<file path="config.mk">
export PLATFORM = sky130hd
export DESIGN_NAME = journal_record_validator_unit_flat
export DESIGN_NICKNAME = d
export VERILOG_FILES = /design/src/rtl/jrv_pkg.sv /design/src/rtl/jrv_if.sv /design/src/rtl/jrv_cfg_regs.sv /design/src/rtl/jrv_core.sv /design/src/rtl/journal_record_validator_unit.sv /design/src/flat_wrapper.sv
export SDC_FILE = /design/constraint.sdc
export NUM_CORES = 1
export LEC_CHECK = 0
export BUFFER_PORTS_ARGS = -buffer_cell sky130_fd_sc_hd__buf_4
export CAP_MARGIN = 0
export CELL_PAD_IN_SITES_DETAIL_PLACEMENT = 0
export CELL_PAD_IN_SITES_GLOBAL_PLACEMENT = 1
export CORE_ASPECT_RATIO = 2
export CORE_UTILIZATION = 35
export DETAILED_ROUTE_END_ITERATION = 8
export GPL_ROUTABILITY_DRIVEN = 0
export PLACE_DENSITY_LB_ADDON = 0.1
export SYNTH_ARGS = -nofsm -noshare
export SYNTH_HDL_FRONTEND = slang
export SYNTH_SLANG_ARGS = --single-unit
</file>
<file path="constraint.sdc">
create_clock -name clk_i -period 16.4 [get_ports clk_i]
set_clock_uncertainty 0.1 [all_clocks]
set_input_delay 0.82 -clock clk_i [delete_from_list [all_inputs] [get_ports clk_i]]
set_output_delay 0.82 -clock clk_i [all_outputs]
set_load 0.01 [all_outputs]
</file>
<file path="src/rtl/jrv_pkg.sv">
// ============================================================================
// Journal record validator package
// Shared types, constants and the CRC-32 byte step for the record validator.
// ============================================================================
`default_nettype none

package jrv_pkg;

  // Position counter width and its saturation value.
  localparam int unsigned PosW = 20;
  localparam logic [PosW-1:0] PosMax = '1;

  // Fixed header layout.
  localparam int unsigned HeaderBytes = 24;
  localparam int unsigned OffsetW = 5;

  // Default payload limit for the top-level parameter.
  localparam int unsigned MaxPayloadDef = 65536;

  // Configuration register widths and reset values.
  localparam int unsigned MaxCfgW = 17;
  localparam logic [31:0] SchemaVersionReset = 32'd1;
  localparam logic [MaxCfgW-1:0] MaxPayloadReset = 17'h10000;

  // Register map: the register index is byte address bit 2.
  localparam int unsigned AddrW = 3;
  localparam logic RegSchemaVersion = 1'b0;
  localparam logic RegMaxPayload = 1'b1;

  // Reflected CRC-32 polynomial.
  localparam logic [31:0] CrcPoly = 32'hedb88320;

  // Eight-byte magic; the first four bytes are the reserved prefix.
  localparam logic [7:0] Magic [8] = '{8'h56, 8'h4f, 8'h56, 8'h45,
                                       8'h43, 8'h55, 8'h52, 8'h52};

  // Verdict codes.
  typedef enum logic [1:0] {
    StTyped   = 2'd0,
    StLegacy  = 2'd1,
    StCorrupt = 2'd2
  } status_e;

  // Configuration register contents.
  typedef struct packed {
    logic [31:0]        schema_version;
    logic [MaxCfgW-1:0] max_payload_bytes;
  } cfg_t;

  // One verdict.
  typedef struct packed {
    status_e             status;
    logic [31:0]         kind;
    logic [OffsetW-1:0]  payload_offset;
    logic [PosW-1:0]     payload_length;
    logic                length_saturated;
  } result_t;

  // One byte of a reflected CRC-32, bit by bit.
  function automatic logic [31:0] crc_byte(input logic [31:0] crc_in,
                                           input logic [7:0] data);
    logic [31:0] crc;
    crc = crc_in ^ {24'h000000, data};
    for (int i = 0; i < 8; i++) begin
      crc = (crc >> 1) ^ (crc[0] ? CrcPoly : 32'h0);
    end
    return crc;
  endfunction

endpackage

`default_nettype wire

</file>
<file path="src/rtl/jrv_if.sv">
// ============================================================================
// Journal record validator channels
// Valid/ready channels for record bytes in and verdicts out.
// ============================================================================
`default_nettype none

// Record byte channel.
interface jrv_in_if;
  logic       valid;
  logic       ready;
  logic [7:0] data_byte;
  logic       last;
  logic       empty_record;

  modport source(output valid, output data_byte, output last, output empty_record,
                 input ready);
  modport sink(input valid, input data_byte, input last, input empty_record,
               output ready);
endinterface

// Verdict channel.
interface jrv_out_if;
  logic        valid;
  logic        ready;
  logic [1:0]  status;
  logic [31:0] kind;
  logic [4:0]  payload_offset;
  logic [19:0] payload_length;
  logic        length_saturated;

  modport source(output valid, output status, output kind, output payload_offset,
                 output payload_length, output length_saturated, input ready);
  modport sink(input valid, input status, input kind, input payload_offset,
               input payload_length, input length_saturated, output ready);
endinterface

`default_nettype wire

</file>
<file path="src/rtl/jrv_cfg_regs.sv">
// ============================================================================
// Journal record validator configuration registers
// APB-style register file holding the schema version and payload limit.
// ============================================================================
`default_nettype none

module jrv_cfg_regs (
  input  wire logic                      clk_i,
  input  wire logic                      rst_ni,
  input  wire logic                      psel,
  input  wire logic                      penable,
  input  wire logic                      pwrite,
  input  wire logic [jrv_pkg::AddrW-1:0] paddr,
  input  wire logic [31:0]               pwdata,
  output logic      [31:0]               prdata,
  output logic                           pready,
  output jrv_pkg::cfg_t                  cfg_o
);
  import jrv_pkg::*;

  cfg_t cfg_q;
  logic wr_en;
  logic reg_sel;

  // The port never stalls.
  assign pready  = 1'b1;
  assign wr_en   = psel && penable && pwrite;
  assign reg_sel = paddr[2];

  // Register writes.
  always_ff @(posedge clk_i or negedge rst_ni) begin
    if (!rst_ni) begin
      cfg_q.schema_version    <= SchemaVersionReset;
      cfg_q.max_payload_bytes <= MaxPayloadReset;
    end else if (wr_en) begin
      unique case (reg_sel)
        RegSchemaVersion: cfg_q.schema_version    <= pwdata;
        RegMaxPayload:    cfg_q.max_payload_bytes <= pwdata[MaxCfgW-1:0];
        default: ;
      endcase
    end
  end

  // Register read back.
  always_comb begin
    unique case (reg_sel)
      RegSchemaVersion: prdata = cfg_q.schema_version;
      RegMaxPayload:    prdata = {{(32-MaxCfgW){1'b0}}, cfg_q.max_payload_bytes};
      default:          prdata = '0;
    endcase
  end

  assign cfg_o = cfg_q;

endmodule

`default_nettype wire

</file>
<file path="src/rtl/jrv_core.sv">
// ============================================================================
// Journal record validator core
// Per-record state, header capture, payload CRC and the end-of-record verdict.
// ============================================================================
`default_nettype none

module jrv_core #(
  parameter int unsigned MAX_PAYLOAD = jrv_pkg::MaxPayloadDef
) (
  input  wire logic            clk_i,
  input  wire logic            rst_ni,
  input  wire logic            take_i,
  input  wire logic [7:0]      data_byte_i,
  input  wire logic            last_i,
  input  wire logic            empty_record_i,
  input  wire jrv_pkg::cfg_t   cfg_i,
  output logic                 finish_o,
  output jrv_pkg::result_t     result_o
);
  import jrv_pkg::*;

  localparam logic [31:0] MaxPayloadW = 32'(MAX_PAYLOAD);

  typedef struct packed {
    logic [PosW-1:0] pos;
    logic            prefix_ok;
    logic            magic_ok;
    logic [31:0]     version;
    logic [31:0]     kind;
    logic [31:0]     length;
    logic [31:0]     hdr_crc;
    logic [31:0]     crc;
    logic            ovf;
  } rec_state_t;

  localparam rec_state_t RecClear = '{
    pos: '0, prefix_ok: 1'b1, magic_ok: 1'b1, version: '0, kind: '0,
    length: '0, hdr_crc: '0, crc: '1, ovf: 1'b0
  };

  rec_state_t st_q, st_d;
  rec_state_t taken;
  rec_state_t fin_st;
  logic [PosW-1:0] p;
  logic [4:0]      lane;
  logic [31:0]     limit;
  logic            has_prefix;
  logic            has_magic;
  logic            typed_ok;

  assign finish_o = empty_record_i || last_i;
  assign limit = (MaxPayloadW < {15'd0, cfg_i.max_payload_bytes})
               ? MaxPayloadW : {15'd0, cfg_i.max_payload_bytes};

  // State after taking the incoming byte.
  always_comb begin
    taken = st_q;
    p     = st_q.pos;
    lane  = {p[1:0], 3'b000};
    if (p < PosW'(8)) begin
      if (data_byte_i != Magic[p[2:0]]) begin
        taken.magic_ok = 1'b0;
        if (p < PosW'(4)) begin
          taken.prefix_ok = 1'b0;
        end
      end
    end else if (p < PosW'(12)) begin
      taken.version[lane +: 8] = data_byte_i;
    end else if (p < PosW'(16)) begin
      taken.kind[lane +: 8] = data_byte_i;
    end else if (p < PosW'(20)) begin
      taken.length[lane +: 8] = data_byte_i;
    end else if (p < PosW'(HeaderBytes)) begin
      taken.hdr_crc[lane +: 8] = data_byte_i;
    end else begin
      taken.crc = crc_byte(st_q.crc, data_byte_i);
    end
    if (p == PosMax) begin
      taken.ovf = 1'b1;
    end else begin
      taken.pos = p + PosW'(1);
    end
  end

  // Verdict from the state at the end of the record.
  always_comb begin
    fin_st     = empty_record_i ? st_q : taken;
    has_prefix = (fin_st.pos >= PosW'(4)) && fin_st.prefix_ok;
    has_magic  = (fin_st.pos >= PosW'(8)) && fin_st.magic_ok;
    typed_ok   = (fin_st.pos >= PosW'(HeaderBytes))
              && (fin_st.version == cfg_i.schema_version)
              && (fin_st.kind != 32'd0)
              && (fin_st.length <= limit)
              && !fin_st.ovf
              && ({13'd0, fin_st.pos} == (33'(HeaderBytes) + {1'b0, fin_st.length}))
              && ((fin_st.crc ^ 32'hffffffff) == fin_st.hdr_crc);

    result_o.status           = StCorrupt;
    result_o.kind             = '0;
    result_o.payload_offset   = '0;
    result_o.payload_length   = '0;
    result_o.length_saturated = fin_st.ovf;
    if (!has_magic) begin
      if (!has_prefix) begin
        result_o.status         = StLegacy;
        result_o.payload_length = fin_st.pos;
      end
    end else if (typed_ok) begin
      result_o.status         = StTyped;
      result_o.kind           = fin_st.kind;
      result_o.payload_offset = OffsetW'(HeaderBytes);
      result_o.payload_length = fin_st.length[PosW-1:0];
    end
  end

  // Next record state: cleared after each verdict.
  always_comb begin
    st_d = st_q;
    if (take_i) begin
      st_d = finish_o ? RecClear : taken;
    end
  end

  always_ff @(posedge clk_i or negedge rst_ni) begin
    if (!rst_ni) begin
      st_q <= RecClear;
    end else begin
      st_q <= st_d;
    end
  end

endmodule

`default_nettype wire

</file>
<file path="src/rtl/journal_record_validator_unit.sv">
// ============================================================================
// Journal record validator unit
// Byte-stream record checker giving one verdict per stored record.
// ============================================================================
// Record bytes enter one per request on the input channel, with a last mark or
// an empty-record mark, and each record yields one verdict request: typed
// valid, legacy untyped or corrupt. The unit takes one byte per cycle unless a
// byte that ends a record waits on a full verdict slot; a byte is held in the
// input register and, when it ends a record, its verdict is loaded into the
// output register as that byte is taken. The per-byte CRC step and header
// capture are one pass of logic between those registers. A waiting verdict
// holds only bytes that end a record; other bytes keep flowing. Write the
// registers only while idle.
`default_nettype none

module journal_record_validator_unit #(
  parameter int unsigned MAX_PAYLOAD = jrv_pkg::MaxPayloadDef
) (
  input  wire logic                      clk_i,
  input  wire logic                      rst_ni,
  input  wire logic                      psel,
  input  wire logic                      penable,
  input  wire logic                      pwrite,
  input  wire logic [jrv_pkg::AddrW-1:0] paddr,
  input  wire logic [31:0]               pwdata,
  output logic      [31:0]               prdata,
  output logic                           pready,
  jrv_in_if.sink                         in_if,
  jrv_out_if.source                      out_if
);
  import jrv_pkg::*;

  cfg_t       cfg;
  result_t    core_res;
  result_t    res_q;
  logic       core_fin;
  logic       core_take;
  logic       in_valid_q;
  logic [7:0] in_byte_q;
  logic       in_last_q;
  logic       in_empty_q;
  logic       out_valid_q;

  jrv_cfg_regs u_cfg (
    .clk_i  (clk_i),
    .rst_ni (rst_ni),
    .psel   (psel),
    .penable(penable),
    .pwrite (pwrite),
    .paddr  (paddr),
    .pwdata (pwdata),
    .prdata (prdata),
    .pready (pready),
    .cfg_o  (cfg)
  );

  // The held byte moves on unless it ends a record and the verdict slot is full.
  assign core_take = in_valid_q && (!core_fin || !out_valid_q || out_if.ready);
  assign in_if.ready = !in_valid_q || core_take;

  jrv_core #(
    .MAX_PAYLOAD(MAX_PAYLOAD)
  ) u_core (
    .clk_i         (clk_i),
    .rst_ni        (rst_ni),
    .take_i        (core_take),
    .data_byte_i   (in_byte_q),
    .last_i        (in_last_q),
    .empty_record_i(in_empty_q),
    .cfg_i         (cfg),
    .finish_o      (core_fin),
    .result_o      (core_res)
  );

  // Input register.
  always_ff @(posedge clk_i or negedge rst_ni) begin
    if (!rst_ni) begin
      in_valid_q <= 1'b0;
    end else if (in_if.ready) begin
      in_valid_q <= in_if.valid;
    end
  end

  always_ff @(posedge clk_i) begin
    if (in_if.ready && in_if.valid) begin
      in_byte_q  <= in_if.data_byte;
      in_last_q  <= in_if.last;
      in_empty_q <= in_if.empty_record;
    end
  end

  // Verdict register.
  always_ff @(posedge clk_i or negedge rst_ni) begin
    if (!rst_ni) begin
      out_valid_q <= 1'b0;
    end else if (core_take && core_fin) begin
      out_valid_q <= 1'b1;
    end else if (out_if.ready) begin
      out_valid_q <= 1'b0;
    end
  end

  always_ff @(posedge clk_i) begin
    if (core_take && core_fin) begin
      res_q <= core_res;
    end
  end

  assign out_if.valid            = out_valid_q;
  assign out_if.status           = res_q.status;
  assign out_if.kind             = res_q.kind;
  assign out_if.payload_offset   = res_q.payload_offset;
  assign out_if.payload_length   = res_q.payload_length;
  assign out_if.length_saturated = res_q.length_saturated;

endmodule

`default_nettype wire

</file>
<file path="src/flat_wrapper.sv">
// flat-port wrapper written by rule: the top's interface ports become plain ports
module journal_record_validator_unit_flat import jrv_pkg::*;
#(
  parameter int unsigned MAX_PAYLOAD = jrv_pkg::MaxPayloadDef
)
  (clk_i, rst_ni, psel, penable, pwrite, paddr, pwdata, prdata, pready, in_if_valid, in_if_data_byte, in_if_last, in_if_empty_record, in_if_ready, out_if_valid, out_if_status, out_if_kind, out_if_payload_offset, out_if_payload_length, out_if_length_saturated, out_if_ready);
  jrv_in_if in_if_i ();
  jrv_out_if out_if_i ();
  input  wire logic clk_i;
  input  wire logic rst_ni;
  input  wire logic psel;
  input  wire logic penable;
  input  wire logic pwrite;
  input  wire logic [jrv_pkg::AddrW-1:0] paddr;
  input  wire logic [31:0] pwdata;
  output logic      [31:0] prdata;
  output logic pready;
  input wire logic [$bits(in_if_i.valid)-1:0] in_if_valid;
  input wire logic [$bits(in_if_i.data_byte)-1:0] in_if_data_byte;
  input wire logic [$bits(in_if_i.last)-1:0] in_if_last;
  input wire logic [$bits(in_if_i.empty_record)-1:0] in_if_empty_record;
  output wire logic [$bits(in_if_i.ready)-1:0] in_if_ready;
  output wire logic [$bits(out_if_i.valid)-1:0] out_if_valid;
  output wire logic [$bits(out_if_i.status)-1:0] out_if_status;
  output wire logic [$bits(out_if_i.kind)-1:0] out_if_kind;
  output wire logic [$bits(out_if_i.payload_offset)-1:0] out_if_payload_offset;
  output wire logic [$bits(out_if_i.payload_length)-1:0] out_if_payload_length;
  output wire logic [$bits(out_if_i.length_saturated)-1:0] out_if_length_saturated;
  input wire logic [$bits(out_if_i.ready)-1:0] out_if_ready;
  assign in_if_i.valid = in_if_valid;
  assign in_if_i.data_byte = in_if_data_byte;
  assign in_if_i.last = in_if_last;
  assign in_if_i.empty_record = in_if_empty_record;
  assign in_if_ready = in_if_i.ready;
  assign out_if_valid = out_if_i.valid;
  assign out_if_status = out_if_i.status;
  assign out_if_kind = out_if_i.kind;
  assign out_if_payload_offset = out_if_i.payload_offset;
  assign out_if_payload_length = out_if_i.payload_length;
  assign out_if_length_saturated = out_if_i.length_saturated;
  assign out_if_i.ready = out_if_ready;
  journal_record_validator_unit #(.MAX_PAYLOAD(MAX_PAYLOAD)) u_core (.clk_i(clk_i), .rst_ni(rst_ni), .psel(psel), .penable(penable), .pwrite(pwrite), .paddr(paddr), .pwdata(pwdata), .prdata(prdata), .pready(pready), .in_if(in_if_i), .out_if(out_if_i));
endmodule
</file>
After elaboration in Yosys (flattened, before gate mapping)
Memory sizes are Yosys's and may differ from the RTL's.
Cells that the tools add are included.

cells by class
  bitwise gates (word level) = 12
  shift-type cells = 2
  reductions and logical operators = 26
  magnitude comparators = 12
  equal/unequal tests = 5
  mux-type cells = 39
  $add $sub $neg = 3

operator list
  kind                                                          number
  two-way mux 32 bit                                            13
  two-way mux 183 bit                                           2
  XOR 31 x 32 -> 32 bit                                         8
  two-way mux 160 bit                                           1
  bitwise mux 32 bit                                            4
  two-way mux 128 bit                                           1
  two-way mux 96 bit                                            1
  == test 32 bit                                                2
  two-way mux 64 bit                                            1
  case mux 32 bit (2 select lines)                              1
  less-than comparator 20 x 5 -> 1 bit (second input constant)  3
  two-way mux 20 bit                                            3
  two-way mux 59 bit                                            1
  less-than comparator 20 x 4 -> 1 bit (second input constant)  2
  adder 5 x 32 -> 33 bit (first input constant)                 1
  == test 20 x 33 -> 1 bit                                      1
  <= comparator 32 x 17 -> 1 bit                                1
  NOT 32 bit                                                    1
  nonzero test 32 bit                                           1
  variable shift 8 x 7 -> 32 bit (first input constant)         1
  indexed part select 8 x 7 -> 32 bit                           1
  XOR 32 x 8 -> 32 bit                                          1
  adder 20 x 1 -> 20 bit (second input constant)                1
  == test 20 bit (second input constant)                        1
  other kinds (19)                                              46

word-level totals
  memories kept = 1
  word-level logic and storage cells = 121
  bits of input ports = 52
  ROM bits = 64
  register bits after elaboration = 304
  output and inout bits = 95

memories
  name             depth  width  rd ports  clocked after Yosys merged registers in  write ports  line            text
  (no name shown)  8      8      1         0                                        0            jrv_core.sv:61  if (data_byte_i != Magic[p[2:0]]) begin

Longest topological paths before layout
  word-level depth = 32
  mapped depth = 27
  depth with buffers taken out = 19

By module
From an unflattened synthesis, not the netlist that was laid out.

unflattened totals
  cell total of the unflattened synthesis = 2,060
  area total of the unflattened synthesis = 19,488.7 µm²

by module, submodules not included
  module                         instances  cells each  sequential area each (µm²)  area each (µm²)
  jrv_core                       1          1,838       4,621.9                     14,973.1
  jrv_cfg_regs                   1          142         1,228.7                     2,307.2
  journal_record_validator_unit  1          80          2,152.1                     2,208.4

Worst setup path before layout
OpenSTA, ideal clock, no wires.

  path kind = reg-to-reg
  from = register u_core.u_core.st_q, in the netlist u_core.u_core.p[0]
  to = register u_core.res_q, in the netlist u_core.out_if.status[1], data pin
  path buffers = 7
  required time = 16,046 ps
  setup time = 254 ps
  arrival time = 5,901 ps
  cell stages (with the launch flop) = 24
  clock period less this slack = 6,255 ps
  slack = 10,145 ps
  path through = dfrtp_1 -> clkbuf_1 -> clkbuf_1 -> clkbuf_1 -> inv_1 -> ha_1 -> buf_2 -> nor3b_1 -> clkbuf_1 -> nand2_1 -> nor2_1 -> a21oi_1 -> ha_1 -> nand4b_1 -> nor4_1 -> o22ai_1 -> or4b_1 -> nand3_1 -> a31oi_1 -> or4_1 -> or4_1 -> buf_2 -> buf_6 -> o21a_1

RTL lines
  item                    line                                  text
  from (decl)             jrv_core.sv:41                        rec_state_t st_q, st_d;
  from (signal assigned)  jrv_core.sv:126                       st_q <= RecClear;
  from (signal assigned)  jrv_core.sv:128                       st_q <= st_d;
  to (signal assigned)    journal_record_validator_unit.sv:105  res_q <= core_res;
  to (decl)               journal_record_validator_unit.sv:35   result_t res_q;

==> summary.txt <==
Status: completed
Asr flop ratio synth: 78.00%
Skew-Pair Late Insertion Delay: 560 ps
Worst R2R Path Depth: 19
Clock sink count: 300
Critical path required time: 16640 ps
Gr usage total: 30.19%
Final Core Density: 40.67%
GR Overflow Total: 0
Die Width: 168.9 um
Share of layout cells above drive strength 1: 18.92%
DIE HEIGHT: 335.8 um
Drt initial violations: 1582
Lkg Pwr: 8.836 nW
RSZ-0062 raised after global routing: false
Psw: 0.9933 mW
Main flop type after synthesis: dfrtp_1
CTS Hold Bufs: 0
Pin count of the biggest net entering global routing: 124
Avg Cell Area, Syn: 9.435 um2
Slew HR: 12.97%
Clock Tree Buf Depth: 3
Synth Area in Compound Gates: 15.17%
CTS-repair resized insts: 0
Fin crit share: 46.09%
Post-DP HPWL: 64.71 mm
Worst EP arrival: 7800 ps
Comb pwr share: 34.9%
Crit path capture: u_core.out_if.payload_length[0]
Final setup fails: 0
Initial core utilization: 35.38%
Hold Path Class: primary input to async pin
Core footprint: 55110 um2
Post-Synth Adder-Cell Area: 1.605%
Overall power: 2.645 mW
H-tree depth: 2
Vias in the first global route: 17440
Post-synthesis mux area share: 9.531%
R2R setup slack: 8840 ps
VDD IR max: 118.4 uV
Port bufs: 140
Final hold violation count: 0
Non-filler cells, final: 2928
R2r startpoint: u_core.u_core.p[0]
Max-cap violations: 0
Cell-internal power: 1.652 mW
Simple-Gate Fraction of Synth Area: 21.10%
Clk slew on worst S/H paths: 60 ps
PwrDens: 118.0 nW/um2
Inst Count DP: 2866
Final wirelength: 85.22 mm
Setup crit start: u_core.u_core.p[0]
Io pins: 147
Post-synth EDFFs: 66
Sequential power share: 34.9%
Routed len/inst: 29.10 um
Syn-to-layout area delta: 14.96%
Crit. End Element: flip-flop
Via count: 17450
Fmax achieved: 132.3 MHz
YS warnings: 0
Nets: 2235
Synth Cell Area: 19490 um2
Setup TNS: 0 ps
Seq/Total Area, Yosys: 40.44%
Drt first pass iters: 7
DRC: 0
CTS Buf Count: 34
Cell row count: 122
Fin Hold WS: 176.9 ps
Clock share of power: 30.1%
Antenna violations before repair: 2
TritonCTS clock tree: built
Final Max Tran Viols: 0
Routed vias/inst: 5.958
Worst-Margin Slew: 1301 ps
Critical path type: flip-flop to flip-flop
First-pass GRT wire length: 122.3 mm
Post-Syn Instances: 2066
Setup bufs post-CTS: 0
Period minus WS final: 7558 ps
FF-to-FF End: u_core.out_if.payload_length[0]
CTS root buf: clkbuf_16
Die ar.: 56700 um2
Sw frac: 37.55%
Synth cell types: 92
Post-Synth XOR/XNOR Area: 8.460%
Startpoint types: flip-flop
Max FO, Critical Path: 51
#FFs+latches synth: 300
ANT nets after route: 0
Main combinational cell family by area after synthesis: simple AND/OR/NAND/NOR gates
sequential cells by signal, indices dropped and copies added (netlist names), 2 cells and up:
register / flops
u_core.u_core.st_q: 163
u_core.u_cfg.cfg_o: 49
u_core.out_if.kind: 32
u_core.out_if.payload_length: 20
u_core.u_core.p: 20
u_core.in_byte_q: 8
u_core.out_if.status: 2
layout make-up:
class | instances | area (um2)
well taps | 744 | 930.9
fillers | 5527 | 32700
clock buffers | 47 | 940.9
flip-flops and latches | 300 | 7883
clock inverters | 14 | 167.7
multi-input cells | 1609 | 10950
diodes | 1 | 2.502
repair buffers | 190 | 1446
inverters | 23 | 86.33
worst min path at each step:
stage	startpoint	to	slack, ps	cells past startpoint
floorplan	u_core.u_core.st_q[161]	u_core.u_core.st_q[161]	340	2
global placement	u_core.u_core.st_q[161]	u_core.u_core.st_q[161]	350	2
detailed placement	u_core.u_core.st_q[161]	u_core.u_core.st_q[161]	360	2
CTS	rst_ni	u_core.out_if.valid	270	1
global route	rst_ni	u_core.out_if.valid	280	1
finish	rst_ni	u_core.out_if.valid	180	1
worst max-delay path, stage by stage, from the launching register on:
cell      delay [ps]
dfrtp_1          360
buf_4            280
inv_1            190
ha_1             480
nor2b_1          250
nand2_2          170
or3_1            690
nor2_1           190
a21oi_1          110
ha_1             300
nand4b_1         190
nor4_1           630
o22ai_1          530
or4b_1           610
nand3_1          100
a31oi_1          130
or4_1            540
or4_2            660
buf_4            360
o32ai_2          420
layout by cell type (no fill, tap or decap), types with 27 or more instances in the layout:
| master | n |
|---|---|
| dfrtp_1 | 198 |
| nand3_1 | 56 |
| nor3_1 | 78 |
| nand4_1 | 37 |
| nor2b_1 | 35 |
| dfstp_2 | 36 |
| edfxtp_1 | 66 |
| buf_4 | 188 |
| xor2_1 | 44 |
| clkbuf_16 | 35 |
| a21oi_1 | 91 |
| o21ai_0 | 158 |
| nor2_1 | 113 |
| mux2_2 | 77 |
| nand2_1 | 261 |
| xnor2_1 | 103 |
| a22o_1 | 27 |
| nor4_1 | 42 |
| mux2i_1 | 99 |
synthesized netlist by cell type, types with 8 or more instances:
| cell type | count | area share, % |
|---|---|---|
| a211oi_1 | 12 | 0.46 |
| a21o_1 | 11 | 0.42 |
| a21oi_1 | 93 | 2.4 |
| a22o_1 | 27 | 1.2 |
| a31oi_1 | 18 | 0.58 |
| and2_1 | 21 | 0.67 |
| and3_1 | 15 | 0.48 |
| and4_1 | 9 | 0.40 |
| buf_2 | 25 | 0.64 |
| buf_4 | 10 | 0.39 |
| clkbuf_1 | 89 | 1.7 |
| dfrtp_1 | 198 | 25 |
| dfstp_2 | 36 | 4.9 |
| edfxtp_1 | 66 | 10 |
| ha_1 | 25 | 1.6 |
| inv_1 | 22 | 0.42 |
| mux2_2 | 77 | 4.4 |
| mux2i_1 | 99 | 5.1 |
| nand2_1 | 262 | 5.0 |
| nand2b_1 | 15 | 0.48 |
| nand3_1 | 56 | 1.4 |
| nand4_1 | 37 | 1.2 |
| nand4b_1 | 9 | 0.40 |
| nor2_1 | 113 | 2.2 |
| nor2b_1 | 36 | 1.2 |
| nor3_1 | 78 | 2.0 |
| nor3b_1 | 14 | 0.54 |
| nor4_1 | 42 | 1.3 |
| o21a_1 | 10 | 0.39 |
| o21ai_0 | 158 | 4.1 |
| o22ai_1 | 11 | 0.35 |
| o31ai_1 | 11 | 0.42 |
| o31ai_2 | 8 | 0.51 |
| o32a_1 | 20 | 1.0 |
| or3_1 | 15 | 0.48 |
| or4_1 | 12 | 0.46 |
| xnor2_1 | 103 | 4.6 |
| xor2_1 | 44 | 2.0 |
per-stage QoR:
stage | setup slack (ps) | instance area [um2]
CTS | 8994 | 22410
detailed placement | 9032 | 21300
global placement | 9098 | 21300
finish | 8842 | 22410
floorplan | 10140 | 19500
global route | 8599 | 22410
per-layer routing:
layer | global-route usage (%) | routed length [um] | vias up
li1 | - | - | 7744
met1 | 31.97 | 30240 | 8659
met2 | 52.09 | 41800 | 768
met3 | 4.614 | 4645 | 273
met4 | 26.15 | 8521 | 2
met5 | 0 | 13 | -
kinds of logic (layout without fill, tap and decap cells):
family                     after synthesis  count (layout)
and+or+nand+nor                        789             789
AOI/OAI and AO/OA                      450             450
DFF                                    300             300
muxes                                  176             176
xor gates and xnor gates               165             165
buffers and inverters                  159             274
adders and majority gates               25              25
other                                    2               5
power by group through the flow:
stage,sequential (mW),combinational [mW],clock (mW)
after floorplan,0.909,0.567,0
after global placement,0.934,0.902,0
after detailed placement,0.937,0.906,0
after CTS,0.923,0.910,0.816
after global routing,0.932,0.971,0.835
final,0.924,0.924,0.797
No activity file was read; power rests on OpenSTA's default activity.
